### src/rtl/core/rsp_pkg.sv
// Shared widths, register codes, colours and carried-word structs for the
// ray-sphere pixel pipeline. No dependencies.
package rsp_pkg;

  localparam int IMG_WIDTH_DEF   = 512;
  localparam int IMG_HEIGHT_DEF  = 512;
  localparam int VIEW_WIDTH_DEF  = 1;
  localparam int VIEW_HEIGHT_DEF = 1;

  localparam int IN_W   = 24;
  localparam int OUT_W  = 72;
  localparam int CFG_AW = 3;
  localparam int CFG_DW = 16;
  localparam int ADDR_W = 18;

  localparam int VX_W   = 31;
  localparam int D_W    = 32;
  localparam int E_W    = 17;
  localparam int A_W    = 60;
  localparam int B_W    = 50;
  localparam int C_W    = 37;
  localparam int DISC_W = 100;
  localparam int SQ_W   = 48;
  localparam int SQ_RW  = 98;
  localparam int NUM_W  = 60;
  localparam int DEN_W  = 61;
  localparam int DQ_W   = 15;
  localparam int DIV_RW = 80;

  localparam logic [31:0] GREY_COLOR  = 32'hFF808080;
  localparam logic [31:0] LIGHT_COLOR = 32'h00FFDF00;

  typedef enum logic [CFG_AW-1:0] {
    REG_CAMERA_X,
    REG_CAMERA_Y,
    REG_CAMERA_Z,
    REG_SPHERE_X,
    REG_SPHERE_Y,
    REG_SPHERE_Z,
    REG_SPHERE_RADIUS,
    REG_VIEW_DISTANCE
  } cfg_reg_t;

  typedef struct packed {
    logic [ADDR_W-1:0] addr;
    logic [B_W-1:0]    b;
    logic [A_W-1:0]    a;
    logic              miss;
  } sq_side_t;

  typedef struct packed {
    logic [ADDR_W-1:0] addr;
    logic              neg;
    logic              ovf;
    logic              miss;
  } dv_side_t;

endpackage

### src/rtl/core/rsp_div_cell.sv
// One cell of the restoring divider chain: settles one quotient bit.
// Depends on rsp_pkg.
module rsp_div_cell import rsp_pkg::*; #(
  parameter int BIT = 0,
  parameter int SW  = 1
) (
  input  logic              clk,
  input  logic              rst,
  input  logic              en,
  input  logic              in_v,
  input  logic [DIV_RW-1:0] in_rem,
  input  logic [DQ_W-1:0]   in_quo,
  input  logic [DEN_W-1:0]  in_den,
  input  logic [SW-1:0]     in_side,
  output logic              out_v,
  output logic [DIV_RW-1:0] out_rem,
  output logic [DQ_W-1:0]   out_quo,
  output logic [DEN_W-1:0]  out_den,
  output logic [SW-1:0]     out_side
);

  logic [DIV_RW-1:0] trial;
  logic              take;

  assign trial = DIV_RW'(in_den) << BIT;
  assign take  = in_rem >= trial;

  always_ff @(posedge clk) begin
    if (rst) begin
      out_v <= 1'b0;
    end else if (en) begin
      out_v <= in_v;
    end
  end

  always_ff @(posedge clk) begin
    if (en) begin
      out_rem  <= take ? in_rem - trial : in_rem;
      out_quo  <= in_quo | (take ? (DQ_W'(1) << BIT) : '0);
      out_den  <= in_den;
      out_side <= in_side;
    end
  end

endmodule

### config.mk
export PLATFORM = sky130hd
export DESIGN_NAME = rsp_div_cell
export DESIGN_NICKNAME = d
export VERILOG_FILES = /design/src/rtl/core/rsp_pkg.sv /design/src/rtl/core/rsp_div_cell.sv
export SDC_FILE = /design/constraint.sdc
export NUM_CORES = 1
export LEC_CHECK = 0
export ABC_AREA = 1
export BUFFER_PORTS_ARGS = -buffer_cell sky130_fd_sc_hd__buf_2
export CAP_MARGIN = 15
export CORE_MARGIN = 3
export CORE_UTILIZATION = 35
export CTS_BUF_LIST = sky130_fd_sc_hd__clkbuf_16
export CTS_CLUSTER_DIAMETER = 60
export DETAILED_ROUTE_END_ITERATION = 16
export PLACE_DENSITY = 0.61
export SYNTH_ARGS = -nofsm -noshare
export SYNTH_HDL_FRONTEND = slang
export SYNTH_SLANG_ARGS = --single-unit
### constraint.sdc
create_clock -name clk -period 4.2 [get_ports clk]
set_input_delay 0.42 -clock clk [delete_from_list [all_inputs] [get_ports clk]]
set_output_delay 0.42 -clock clk [all_outputs]
set_load 0.01 [all_outputs]
==> results of run 1 <==
[synthesized netlist by cell type (all sizes together)]
master and instances:
o21bai 1, ha 61, mux2i 1, o21ai 42, buf 14, fa 1
nor3 16, nand2 809, nand4 28, dfxtp 1, or2 1, edfxtp 157
nand3b 22, and3 1, nor2 188, xnor2 29, inv 433, xor2 7
nand3 79, a21oi 63
[worst max-delay path: cells and delay by family]
kind	cells	cell delay (ns)
AOI/OAI and AO/OA	1	0.08
and+or+nand+nor	11	1.20
buffers and inverters	5	0.57
adders and majority gates	2	0.71
[logic make-up after synthesis]
| logic type | share of synthesized area [%] |
|---|---|
| simple gates | 36.5 |
| buf+inv | 13.4 |
| flops | 37.0 |
| compound gates | 4.46 |
| fa+ha+maj | 6.12 |
| xor+xnor | 2.46 |
| mux | 0.0782 |
[power groups by stage]
stage	clock [mW]	sequential, mW	combinational [mW]
2_1_floorplan	0	2.12	0.730
3_3_place_gp	0	2.03	1.48
3_5_place_dp	0	2.03	1.48
4_1_cts	1.61	2.00	1.48
5_1_grt	1.67	2.01	1.63
6_report	1.57	2.00	1.48
[cell type report]
cell class,instances,share of cell area (%)
multi-input combinational,1349,40.8
sequential,158,30.4
timing repair buffer,328,11.0
inverter,433,10.5
tap,461,3.70
clock buffer,17,2.73
clock inverter,14,0.908
antenna,1,0.0161
[per-stage QoR]
| stage | cell area [µm²] | hold WS [ns] | setup slack, ns |
|---|---|---|---|
| floorplan | 12800 | 0.492 | 1.72 |
| global placement | 15000 | 0.474 | 0.926 |
| detailed placement | 15000 | 0.497 | 0.892 |
| CTS | 15600 | 0.0883 | 1.38 |
| global route | 15600 | 0.0872 | 1.23 |
| finish | 15600 | 0.108 | 1.32 |
[per-layer routing]
layer	wire, µm	up-vias	part of all wire (%)	GRT usage [%]
met5	0	-	0	0
met4	800	0	1.5	5.62
met3	2970	29	5.5	4.03
met2	24500	402	45	44.2
met1	25700	5962	48	39.4
li1	-	6635	-	-
[worst paths after layout]
kind,from,to,slack [ns],cells past startpoint
max,in_rem[0],out_rem[32],1.32,19
min,rst,out_v,0.11,2
max reg2reg,out_v,out_v,3.62,2
min reg2reg,out_v,out_v,0.50,2
[sequential cells by signal, summed over array words and instances, names as in the netlist]
register / flops
out_v: 1
out_rem: 80
out_den: 61
out_side: 1
out_quo: 15
==> impl_results.rst, run 1 <==
.. list-table::
   :header-rows: 1

   * - Metric
     - Value
   * - CP Capture Type
     - register
   * - Number of clock buffers inserted by TritonCTS
     - 17
   * - WP data required
     - 4.40 ns
   * - CTS Root Buffer Type
     - sky130_fd_sc_hd__clkbuf_16
   * - Peak fanout along the critical path
     - 66
   * - PostCTS Resize Cnt
     - 0
   * - Synthesized area
     - 0.0128 mm²
   * - Clock slew at reported path FFs
     - 0.07 ns
   * - Placer's final routability congestion estimate
     - 0.951
   * - Total negative slack for setup checks
     - 0 ns
   * - Maximum clock frequency
     - 348 MHz
   * - Maximum buffer depth of the clock tree
     - 2
   * - Synth Area per Inst
     - 6.55 µm²
   * - Number of hold buffers added after cts
     - 0
   * - Die height
     - 197 µm
   * - Final-report setup violation count
     - 0
   * - Wire length per cell after detailed routing
     - 19.6 µm
   * - Antenna violations before repair
     - 0
   * - Count of different cell masters after synthesis
     - 31
   * - Flip-flop and latch count after synthesis
     - 158
   * - Total nets after synthesis
     - 2177
   * - Top post-synthesis cells by area
     - sky130_fd_sc_hd__edfxtp_1 37%, sky130_fd_sc_hd__nand2_1 23%, sky130_fd_sc_hd__inv_1 12%
   * - Area grow syn2layout
     - 21.7%
   * - Largest area contributor in the netlist
     - sky130_fd_sc_hd__edfxtp_1
   * - First drt pass iteration count
     - 6
   * - Vias in the first global route
     - 12600
   * - Cell at the slowest stage of the critical path
     - sky130_fd_sc_hd__fa_1
   * - Sequential cell area fraction in the yosys report
     - 37.0%
   * - Final Routed Wirelength
     - 54000 µm
   * - Switching power
     - 1.73 mW
   * - Count of unresolved DRC violations after routing
     - 0
   * - H-tree lvl count
     - 4
   * - Combinational power share
     - 29.3%
   * - Buffers added on ports
     - 318
   * - Final Instance Count excl. Fillers
     - 2761
   * - Share of cells above drive strength 1
     - 17.4%
   * - Sum of internal, switching and leakage power
     - 5.04 mW
   * - I/O pin count
     - 319
   * - DPL Wire Length
     - 46400 µm
   * - Most frequent standard cell in the layout excluding fill and tap cells
     - sky130_fd_sc_hd__nand2_1
   * - Share of the clock period used by the worst path after layout
     - 68.5%
   * - Total via count in the routed design
     - 13000
   * - Die outline area
     - 0.0389 mm²
   * - Path category of the worst min-delay check
     - input port to register
   * - Global-route usage over all layers
     - 27.4%
   * - Commonest cells after routing, fill and taps aside
     - 799 x sky130_fd_sc_hd__nand2_1, 426 x sky130_fd_sc_hd__inv_1, 317 x sky130_fd_sc_hd__buf_2
   * - DRC marker count from the first detailed-route iteration
     - 882
   * - Critical path class
     - input port to register
   * - Max VDD drop
     - 300 µV
   * - Max-Cap Viols
     - 0
   * - Register area
     - 0.00473 mm²
   * - GRT overflow
     - 0
   * - Data arrival time of the worst path
     - 3.07 ns
   * - Slowest Stage Delay on Critical Path
     - 0.49 ns
   * - Transition time at the pin with the least slew margin
     - 0.873 ns
   * - Number of filler cells placed in the layout
     - 3926
   * - Sequential share of power
     - 39.6%
   * - Die Wd
     - 197 µm
   * - Clock tree from TritonCTS
     - yes
   * - Slew HR
     - 41.8%
   * - Standard cell core area
     - 0.0358 mm²
   * - Cell count after synthesis
     - 1954
   * - Global-route wire length before repair
     - 78200 µm
   * - Leak Pwr
     - 8.25 nW
   * - Initial core utilization
     - 35.7%
   * - Cell-by-cell listing of the critical path
     - buf_2, inv_1, ha_1, fa_1, inv_1, nand3_1, nand2_4, nand2_2, nand2_4, nand2_2, nand2_2, nand2_2, nand2_4, nand2_4, nand3_4, inv_4, buf_12, nand2_1, o21ai_0
   * - Buffer count from post-CTS setup fixing
     - 0
   * - Maximum number of pins on one net before global-route repair
     - 85
   * - Share of total power consumed by net switching
     - 34.3%
   * - Startpoint types
     - input port
   * - Layout Skew
     - 0 ns
   * - Number of placed cells counting well taps
     - 2729
   * - Vias per cell
     - 4.72
   * - Internal power
     - 3.31 mW
   * - Clk_lat worst skew
     - 0.46 ns
   * - Total area of multi-input combinational cells
     - 0.00635 mm²
   * - Outcome
     - finished, final reports clean
   * - CTS sink count
     - 158
   * - Portion of total power attributed to the clock network
     - 31.1%
   * - Clock period minus final worst setup slack
     - 2.88 ns
   * - Count of nets left with antenna violations after detail routing
     - 0
   * - Number of max-slew violations in the final report
     - 0
   * - Area share of the leading cell type in the synthesized netlist
     - 36.8%
   * - Power density over the cells
     - 324 mW/mm²
   * - Synth Warn #
     - 0
   * - Std cell rows
     - 69
   * - Final number of hold-violating endpoints
     - 0
   * - Unrepaired setup endpoints after global routing
     - no
   * - Post-layout net count
     - 2510
   * - Layout Utilization
     - 43.5%
Power figures use the tool's default switching activity.
==> run 2: changes to the inputs <==
--- a/config.mk
+++ b/config.mk
@@ -5,7 +5,7 @@
 export SDC_FILE = /design/constraint.sdc
 export NUM_CORES = 1
 export LEC_CHECK = 0
-export ABC_AREA = 1
+export ABC_AREA = 0
 export BUFFER_PORTS_ARGS = -buffer_cell sky130_fd_sc_hd__buf_2
 export CAP_MARGIN = 15
 export CORE_MARGIN = 3
@@ -13,7 +13,7 @@
 export CTS_BUF_LIST = sky130_fd_sc_hd__clkbuf_16
 export CTS_CLUSTER_DIAMETER = 60
 export DETAILED_ROUTE_END_ITERATION = 16
-export PLACE_DENSITY = 0.61
+export PLACE_DENSITY = 0.64
 export SYNTH_ARGS = -nofsm -noshare
 export SYNTH_HDL_FRONTEND = slang
 export SYNTH_SLANG_ARGS = --single-unit
==> constraint.sdc (replaced) <==
create_clock -name clk -period 2.8 [get_ports clk]
set_input_delay 0.28 -clock clk [delete_from_list [all_inputs] [get_ports clk]]
set_output_delay 0.28 -clock clk [all_outputs]
set_load 0.01 [all_outputs]
==> run 2 against run 1 <==
Sequential share of layout area is 0.15 points lower. Sequential power is 51% higher. Final cell count is 27% lower. Sequential cell count stayed put. Non-clock buffer count is 305 higher. Synthesized area is 22% lower. Critical path type unchanged.
==> impl_results.rst, run 2 <==
.. list-table::
   :header-rows: 1

   * - Metric
     - Value
   * - Total negative slack for setup checks
     - 0 ns (unchanged)
   * - Clk_lat worst skew
     - 0.43 ns (was 0.46 ns)
   * - Number of cells on the worst reg-to-reg path
     - 2 (unchanged)
   * - Total nets after synthesis
     - 1233 (was 2177)
   * - Data arrival time of the worst path
     - 2.94 ns (was 3.07 ns)
   * - GRT overflow
     - 0 (unchanged)
   * - Worst setup slack for register-to-register paths
     - 2.22 ns (was 3.62 ns)
   * - CP Capture Type
     - register (unchanged)
   * - Maximum buffer depth of the clock tree
     - 2 (unchanged)
   * - Start point of the critical path
     - in_den[60] (was in_rem[0])
   * - Startpoint types
     - input port (unchanged)
   * - Final-report setup violation count
     - 0 (unchanged)
   * - Count of unresolved DRC violations after routing
     - 0 (unchanged)
   * - Final Instance Count excl. Fillers
     - 2009 (was 2761)
   * - Final number of hold-violating endpoints
     - 0 (unchanged)
   * - Number of clock buffers inserted by TritonCTS
     - 17 (unchanged)
   * - Synth Warn #
     - 0 (unchanged)
   * - Top post-synthesis cells by count
     - 157 x sky130_fd_sc_hd__edfxtp_1, 138 x sky130_fd_sc_hd__nand2_1, 92 x sky130_fd_sc_hd__o21ai_0 (was 799 x sky130_fd_sc_hd__nand2_1, 426 x sky130_fd_sc_hd__inv_1, 175 x sky130_fd_sc_hd__nor2_1)
   * - Max-Cap Viols
     - 0 (unchanged)
   * - Critical path class
     - input port to register (unchanged)
   * - Register area
     - 0.00473 mm² (unchanged)
   * - Wire length per cell after detailed routing
     - 17.0 µm (was 19.6 µm)
   * - Flip-flop count of the largest register, all copies and words added
     - 80 (unchanged)
   * - Global-route wire length before repair
     - 52200 µm (was 78200 µm)
   * - Layout Cell Area excl Fill
     - 0.0157 mm² (was 0.0156 mm²)
   * - Die height
     - 175 µm (was 197 µm)
   * - Vias in the first global route
     - 9848 (was 12600)
   * - Count of nets left with antenna violations after detail routing
     - 0 (unchanged)
   * - Buffers added on ports
     - 318 (unchanged)
   * - Vias per cell
     - 4.95 (was 4.72)
   * - Count leader, synth
     - sky130_fd_sc_hd__edfxtp_1 (was sky130_fd_sc_hd__nand2_1)
   * - Synth Area per Inst
     - 9.90 µm² (was 6.55 µm²)
   * - Post-layout net count
     - 1841 (was 2510)
   * - Slew HR
     - 60.7% (was 41.8%)
   * - Global-route usage over all layers
     - 21.4% (was 27.4%)
   * - WP data required
     - 2.98 ns (was 4.40 ns)
   * - Number of placed cells counting well taps
     - 1960 (was 2729)
   * - Commonest cells after routing, fill and taps aside
     - 314 x sky130_fd_sc_hd__buf_2, 298 x sky130_fd_sc_hd__buf_4, 157 x sky130_fd_sc_hd__edfxtp_1 (was 799 x sky130_fd_sc_hd__nand2_1, 426 x sky130_fd_sc_hd__inv_1, 317 x sky130_fd_sc_hd__buf_2)
   * - Antenna violations before repair
     - 2 (was 0)
   * - Share of cells above drive strength 1
     - 47.9% (was 17.4%)
   * - Antenna fix cells
     - 0 (was 1)
   * - I/O pin count
     - 319 (unchanged)
   * - Clock period minus final worst setup slack
     - 2.76 ns
   * - Initial core utilization
     - 35.8% (was 35.7%)
   * - Leak Pwr
     - 6.92 nW (was 8.25 nW)
   * - Area grow syn2layout
     - 56.5% (was 21.7%)
   * - Largest registers in the final layout
     - out_rem: 80 flops, out_den: 61 flops, out_quo: 15 flops (unchanged)
   * - DRC marker count from the first detailed-route iteration
     - 540 (was 882)
   * - Reg2reg start
     - out_v (unchanged)
   * - Std cell rows
     - 61 (was 69)
   * - Layout Skew
     - 0 ns (unchanged)
   * - Cell count after synthesis
     - 1010 (was 1954)
   * - Die Wd
     - 175 µm (was 197 µm)
   * - Power density over the cells
     - 499 mW/mm² (was 324 mW/mm²)
   * - Largest area contributor in the netlist
     - sky130_fd_sc_hd__edfxtp_1 (unchanged)
   * - Total via count in the routed design
     - 9941 (was 13000)
   * - Largest Register
     - out_rem (unchanged)
   * - Transition time at the pin with the least slew margin
     - 0.590 ns (was 0.873 ns)
   * - Path category of the worst min-delay check
     - input port to register (unchanged)
   * - R2R Path End
     - out_v (unchanged)
   * - Sequential cell area fraction in the yosys report
     - 47.3% (was 37.0%)
   * - Maximum number of pins on one net before global-route repair
     - 57 (was 85)
   * - Layout Utilization
     - 56.0% (was 43.5%)
   * - Standard cell core area
     - 0.0279 mm² (was 0.0358 mm²)
   * - Ys async rst share
     - 0% (unchanged)
   * - Placer's final routability congestion estimate
     - 0.900 (was 0.951)
   * - Total area of multi-input combinational cells
     - 0.00548 mm² (was 0.00635 mm²)
   * - Unrepaired setup endpoints after global routing
     - yes (was no)
   * - Count of different cell masters after synthesis
     - 70 (was 31)
   * - Final Routed Wirelength
     - 34100 µm (was 54000 µm)
   * - Flip-flop and latch count after synthesis
     - 158 (unchanged)
   * - Max VDD drop
     - 386 µV (was 300 µV)
   * - Most frequent standard cell in the layout excluding fill and tap cells
     - sky130_fd_sc_hd__buf_2 (was sky130_fd_sc_hd__nand2_1)
   * - Top post-synthesis cells by area
     - sky130_fd_sc_hd__edfxtp_1 47%, sky130_fd_sc_hd__ha_1 7.6%, sky130_fd_sc_hd__nand2_1 5.2% (was sky130_fd_sc_hd__edfxtp_1 37%, sky130_fd_sc_hd__nand2_1 23%, sky130_fd_sc_hd__inv_1 12%)
   * - Critical Path Sink
     - out_rem[69] (was out_rem[32])
   * - Hold Startpoint
     - in_quo[10] (was rst)
   * - Clock tree from TritonCTS
     - yes (unchanged)
   * - Placed instance area
     - 0.0143 mm² (was 0.0150 mm²)
   * - Die outline area
     - 0.0306 mm² (was 0.0389 mm²)
   * - Peak fanout along the critical path
     - 5 (was 66)
   * - EDFF count, synth
     - 157 (unchanged)
   * - Synthesized area
     - 0.0100 mm² (was 0.0128 mm²)
   * - CTS Root Buffer Type
     - sky130_fd_sc_hd__clkbuf_16 (unchanged)
   * - Number of max-slew violations in the final report
     - 0 (unchanged)
   * - DPL Wire Length
     - 26800 µm (was 46400 µm)
   * - Area share of the leading cell type in the synthesized netlist
     - 47.1% (was 36.8%)
   * - Clock slew at reported path FFs
     - 0.07 ns (about the same)
   * - H-tree lvl count
     - 4 (unchanged)
   * - First drt pass iteration count
     - 5 (was 6)
   * - CTS sink count
     - 158 (unchanged)
   * - Outcome
     - finished, final reports clean (unchanged)
   * - Number of filler cells placed in the layout
     - 2516 (was 3926)
   * - Maximum clock frequency
     - 362 MHz
   * - Most common flop cell mapped by yosys
     - sky130_fd_sc_hd__edfxtp_1 (unchanged)
   * - Share of the clock period used by the worst path after layout
     - 98.6%
run 2: worst min-delay path by stage:
stage	depth (start not counted)	slack, ns	end
after detailed placement	2	0.45	out_v
after global placement	2	0.44	out_v
after floorplan	1	0.35	out_v
final	1	0.01	out_quo[10]
after global routing	1	0.002	out_quo[10]
after CTS	1	0.0004	out_quo[9]
run 2: layout make-up:
class | instances | area share, %
inverters | 72 | 1.85
well taps | 378 | 3.02
repair buffers | 633 | 26.2
multi-input cells | 736 | 35.0
flip-flops and latches | 158 | 30.3
clock buffers | 17 | 2.72
clock inverters | 15 | 0.887
run 2: power breakdown:
part	switching [mW]	leakage [nW]	internal [mW]	total, mW
logic	1.29	5.10	1.19	2.48
registers	0.0674	1.55	2.94	3.01
clock network	1.08	0.271	1.24	2.32
run 2: stage by stage:
step / hold WS, ns / total power, mW / worst slack [ns]
final: 0.0135 / 7.81 / 0.0382
after global routing: 0.00238 / 8.18 / -0.0811
after floorplan: 0.352 / 4.12 / -0.131
after CTS: 0.000446 / 7.71 / -0.00892
after detailed placement: 0.446 / 5.36 / -0.580
after global placement: 0.436 / 5.34 / -0.570
run 2: timing repair:
item,in CTS,in global routing
cloned,0,2
pin swaps,4,60
resized for setup,9,112
buffers inserted,1,16
hold buffers,1,1
endpoints found under the hold margin,1,1
setup endpoints to repair,18,79
run 2: cell families (layout without fill, tap and decap cells):
logic type,Yosys count,after routing,synth area share (%)
AND/OR/NAND/NOR,307,307,15.0
AO/OA/AOI/OAI,290,290,18.5
flip-flops,158,158,47.3
buffers and inverters,116,737,4.55
XOR/XNOR,74,74,6.48
adder cells (fa/ha/maj),62,62,7.83
multiplexers,3,3,0.313
run 2: per-layer routing:
metal,track usage (%),part of all wire (%),routed length (µm)
met1,28.5,44,15200
met2,35.8,48,16400
met3,3.93,5.4,1850
met4,5.72,2.0,678
met5,0,0.053,18
run 2: critical path: stages:
cell and delay [ns]:
sky130_fd_sc_hd__buf_8 0.09, sky130_fd_sc_hd__inv_8 0.03, sky130_fd_sc_hd__ha_4 0.24, sky130_fd_sc_hd__or4b_4 0.48, sky130_fd_sc_hd__nor3_4 0.26, sky130_fd_sc_hd__nand2_2 0.14, sky130_fd_sc_hd__or3_4 0.41, sky130_fd_sc_hd__o2111ai_4 0.10
sky130_fd_sc_hd__a2111oi_4 0.10, sky130_fd_sc_hd__nor2_4 0.20, sky130_fd_sc_hd__nand2_4 0.11, sky130_fd_sc_hd__o41ai_4 0.35, sky130_fd_sc_hd__o41ai_2 0.13
==> run 3: changes to the inputs <==
==> constraint.sdc (replaced) <==
create_clock -name clk -period 2.6 [get_ports clk]
set_input_delay 0.26 -clock clk [delete_from_list [all_inputs] [get_ports clk]]
set_output_delay 0.26 -clock clk [all_outputs]
set_load 0.01 [all_outputs]
==> run 3 against run 2 <==
The run now ends with negative setup slack left. Sequential power up 7.6%. Die area unchanged. Final area up 2.2%. Total power up 8.9%. Critical path depth up 1. Clock skew unchanged.
==> impl_results.rst, run 3 (synthesized netlist as in run 2, its figures left out) <==
.. list-table::
   :header-rows: 1

   * - Metric
     - Value
   * - CP Capture Type
     - register (unchanged)
   * - Wire length per cell after detailed routing
     - 16.8 µm (was 17.0 µm)
   * - Worst setup slack for register-to-register paths
     - 2.01 ns (was 2.22 ns)
   * - Worst Setup Slack, final
     - -0.179 ns (was 0.0382 ns)
   * - Initial core utilization
     - 35.8% (unchanged)
   * - Number of max-slew violations in the final report
     - 0 (unchanged)
   * - Violated checks
     - negative setup slack
   * - Number of clock buffers inserted by TritonCTS
     - 17 (unchanged)
   * - Antenna violations before repair
     - 1 (was 2)
   * - Total negative slack for setup checks
     - -1.90 ns (was 0 ns)
   * - Slowest Stage Delay on Critical Path
     - 0.50 ns (was 0.48 ns)
   * - Clk_lat worst skew
     - 0.44 ns (was 0.43 ns)
   * - Global-route wire length before repair
     - 52000 µm (was 52200 µm)
   * - Clock tree from TritonCTS
     - yes (unchanged)
   * - H-tree lvl count
     - 4 (unchanged)
   * - Global-route usage over all layers
     - 21.3% (was 21.4%)
   * - Std cell rows
     - 61 (unchanged)
   * - Maximum number of pins on one net before global-route repair
     - 70 (was 57)
   * - Count of nets left with antenna violations after detail routing
     - 0 (unchanged)
   * - Final number of hold-violating endpoints
     - 0 (unchanged)
   * - Peak fanout along the critical path
     - 5 (unchanged)
   * - Transition time at the pin with the least slew margin
     - 0.518 ns (was 0.590 ns)
   * - Maximum buffer depth of the clock tree
     - 2 (unchanged)
   * - Outcome
     - complete, but fails checks (was finished, final reports clean)
   * - Leak Pwr
     - 7.03 nW (was 6.92 nW)
   * - Area grow syn2layout
     - 59.9% (was 56.5%)
   * - Power density over the cells
     - 532 mW/mm² (was 499 mW/mm²)
   * - GRT overflow
     - 0 (unchanged)
   * - Share of cells above drive strength 1
     - 48.9% (was 47.9%)
   * - CTS Root Buffer Type
     - sky130_fd_sc_hd__clkbuf_16 (unchanged)
   * - Startpoint types
     - input port (unchanged)
   * - Number of placed cells counting well taps
     - 1957 (was 1960)
   * - Placer's final routability congestion estimate
     - 0.901 (was 0.900)
   * - Total via count in the routed design
     - 9919 (was 9941)
   * - Max VDD drop
     - 352 µV (was 386 µV)
   * - Share of the clock period used by the worst path after layout
     - 107%
   * - Die outline area
     - 0.0306 mm² (unchanged)
   * - Cell-by-cell listing of the critical path
     - buf_8, inv_8, ha_4, or4b_4, nor3_4, nand2_4, or3_4, o2111ai_4, a2111oi_4, buf_6, nor2_4, nand2_4, or2_4, o21ba_1 (was buf_8, inv_8, ha_4, or4b_4, nor3_4, nand2_2, or3_4, o2111ai_4, a2111oi_4, nor2_4, nand2_4, o41ai_4, o41ai_2)
   * - Slew HR
     - 65.4% (was 60.7%)
   * - First drt pass iteration count
     - 5 (unchanged)
   * - Buffers added on ports
     - 318 (unchanged)
   * - Path category of the worst min-delay check
     - input port to register (unchanged)
   * - Die height
     - 175 µm (unchanged)
   * - Sum of internal, switching and leakage power
     - 8.51 mW (was 7.81 mW)
   * - Vias per cell
     - 4.90 (was 4.95)
   * - Layout Utilization
     - 57.3% (was 56.0%)
   * - Largest registers in the final layout
     - out_rem: 80 flops, out_den: 61 flops, out_quo: 15 flops (unchanged)
   * - Cell at the slowest stage of the critical path
     - sky130_fd_sc_hd__or4b_4 (unchanged)
   * - Vias in the first global route
     - 10100 (was 9848)
   * - Clock slew at reported path FFs
     - 0.07 ns (about the same)
   * - Clock period minus final worst setup slack
     - 2.78 ns
   * - Flip-flop count of the largest register, all copies and words added
     - 80 (unchanged)
   * - Largest Register
     - out_rem (unchanged)
   * - Standard cell core area
     - 0.0279 mm² (unchanged)
   * - Layout Skew
     - 0 ns (unchanged)
   * - Commonest cells after routing, fill and taps aside
     - 312 x sky130_fd_sc_hd__buf_2, 305 x sky130_fd_sc_hd__buf_4, 157 x sky130_fd_sc_hd__edfxtp_1 (was 314 x sky130_fd_sc_hd__buf_2, 298 x sky130_fd_sc_hd__buf_4, 157 x sky130_fd_sc_hd__edfxtp_1)
   * - WP data required
     - 2.79 ns (was 2.98 ns)
   * - DPL Wire Length
     - 26600 µm (was 26800 µm)
   * - Final Instance Count excl. Fillers
     - 2026 (was 2009)
   * - CTS sink count
     - 158 (unchanged)
   * - Data arrival time of the worst path
     - 2.97 ns (was 2.94 ns)
   * - Final-report setup violation count
     - 18 (was 0)
   * - Maximum clock frequency
     - 360 MHz
   * - Max-Cap Viols
     - 0 (unchanged)
   * - Most used cell along the critical path
     - sky130_fd_sc_hd__nand2_4
   * - Count of unresolved DRC violations after routing
     - 0 (unchanged)
   * - Die Wd
     - 175 µm (unchanged)
   * - Antenna fix cells
     - 0 (unchanged)
   * - Most frequent standard cell in the layout excluding fill and tap cells
     - sky130_fd_sc_hd__buf_2 (unchanged)
   * - Unrepaired setup endpoints after global routing
     - yes (unchanged)
   * - I/O pin count
     - 319 (unchanged)
   * - DRC marker count from the first detailed-route iteration
     - 567 (was 540)
   * - Post-layout net count
     - 1858 (was 1841)
   * - Final Routed Wirelength
     - 34100 µm (about the same)
   * - Critical path class
     - input port to register (unchanged)
==> run 3: cell count changes in the layout (fill, tap and decap cells not counted), moves of 5 or more <==
cell	previous run	this run
sky130_fd_sc_hd__a21oi_2	18	23
sky130_fd_sc_hd__dlygate4sd3_1	2	17
sky130_fd_sc_hd__a21oi_1	62	55
sky130_fd_sc_hd__buf_4	298	305
sky130_fd_sc_hd__ha_1	46	38
sky130_fd_sc_hd__o21ai_0	82	76
==> run 3: final timing paths <==
check | startpoint | to | cells past startpoint
worst max register to register | out_v | out_v | 2
worst min register to register | out_v | out_v | 2
worst min-delay path | in_quo[3] | out_quo[3] | 1
worst max-delay path | in_den[60] | out_rem[71] | 14
==> run 3: through the flow <==
stage               setup slack [ns]  hold slack (ns)  cell area, µm²
floorplan                     -0.311            0.332           10300
global placement              -0.781            0.418           14400
detailed placement            -0.839            0.426           14400
CTS                           -0.210         0.000723           15500
global route                  -0.326        -0.000291           16000
finish                        -0.179           0.0112           16000
==> run 3: worst max-delay path, delay by kind of cell <==
family / cells / cell delay, ns
compound gates: 3 / 0.38
fa+ha+maj: 1 / 0.25
buf+inv: 3 / 0.26
simple gates: 7 / 1.80
==> run 3: what timing repair did <==
item | in CTS | in global routing
setup endpoints to repair | 76 | 80
hold buffers | 17 | 0
endpoints found under the hold margin | 17 | 0
buffers inserted | 14 | 11
resized for setup | 61 | 89
pin swaps | 39 | 47
==> run 3: final cells by class <==
type	instances	area, µm²
Tap cell	378	473
Clock inverter	15	140
Inverter	72	303
Clock buffer	17	425
Fill cell	2457	11900
Timing Repair Buffer	650	4240
Sequential cell	158	4730
Multi-Input combinational cell	736	5680
==> run 3: power by group <==
part           switching [mW]  internal [mW]
clock                    1.19           1.34
combinational            1.41           1.33
sequential             0.0736           3.16
total                    2.68           5.83
==> run 3: routing by layer <==
layer  track usage (%)  wire length (µm)
met1              27.7             14900
met2              35.8             16500
met3              4.24              1890
met4              6.62               811
met5                 0                 9
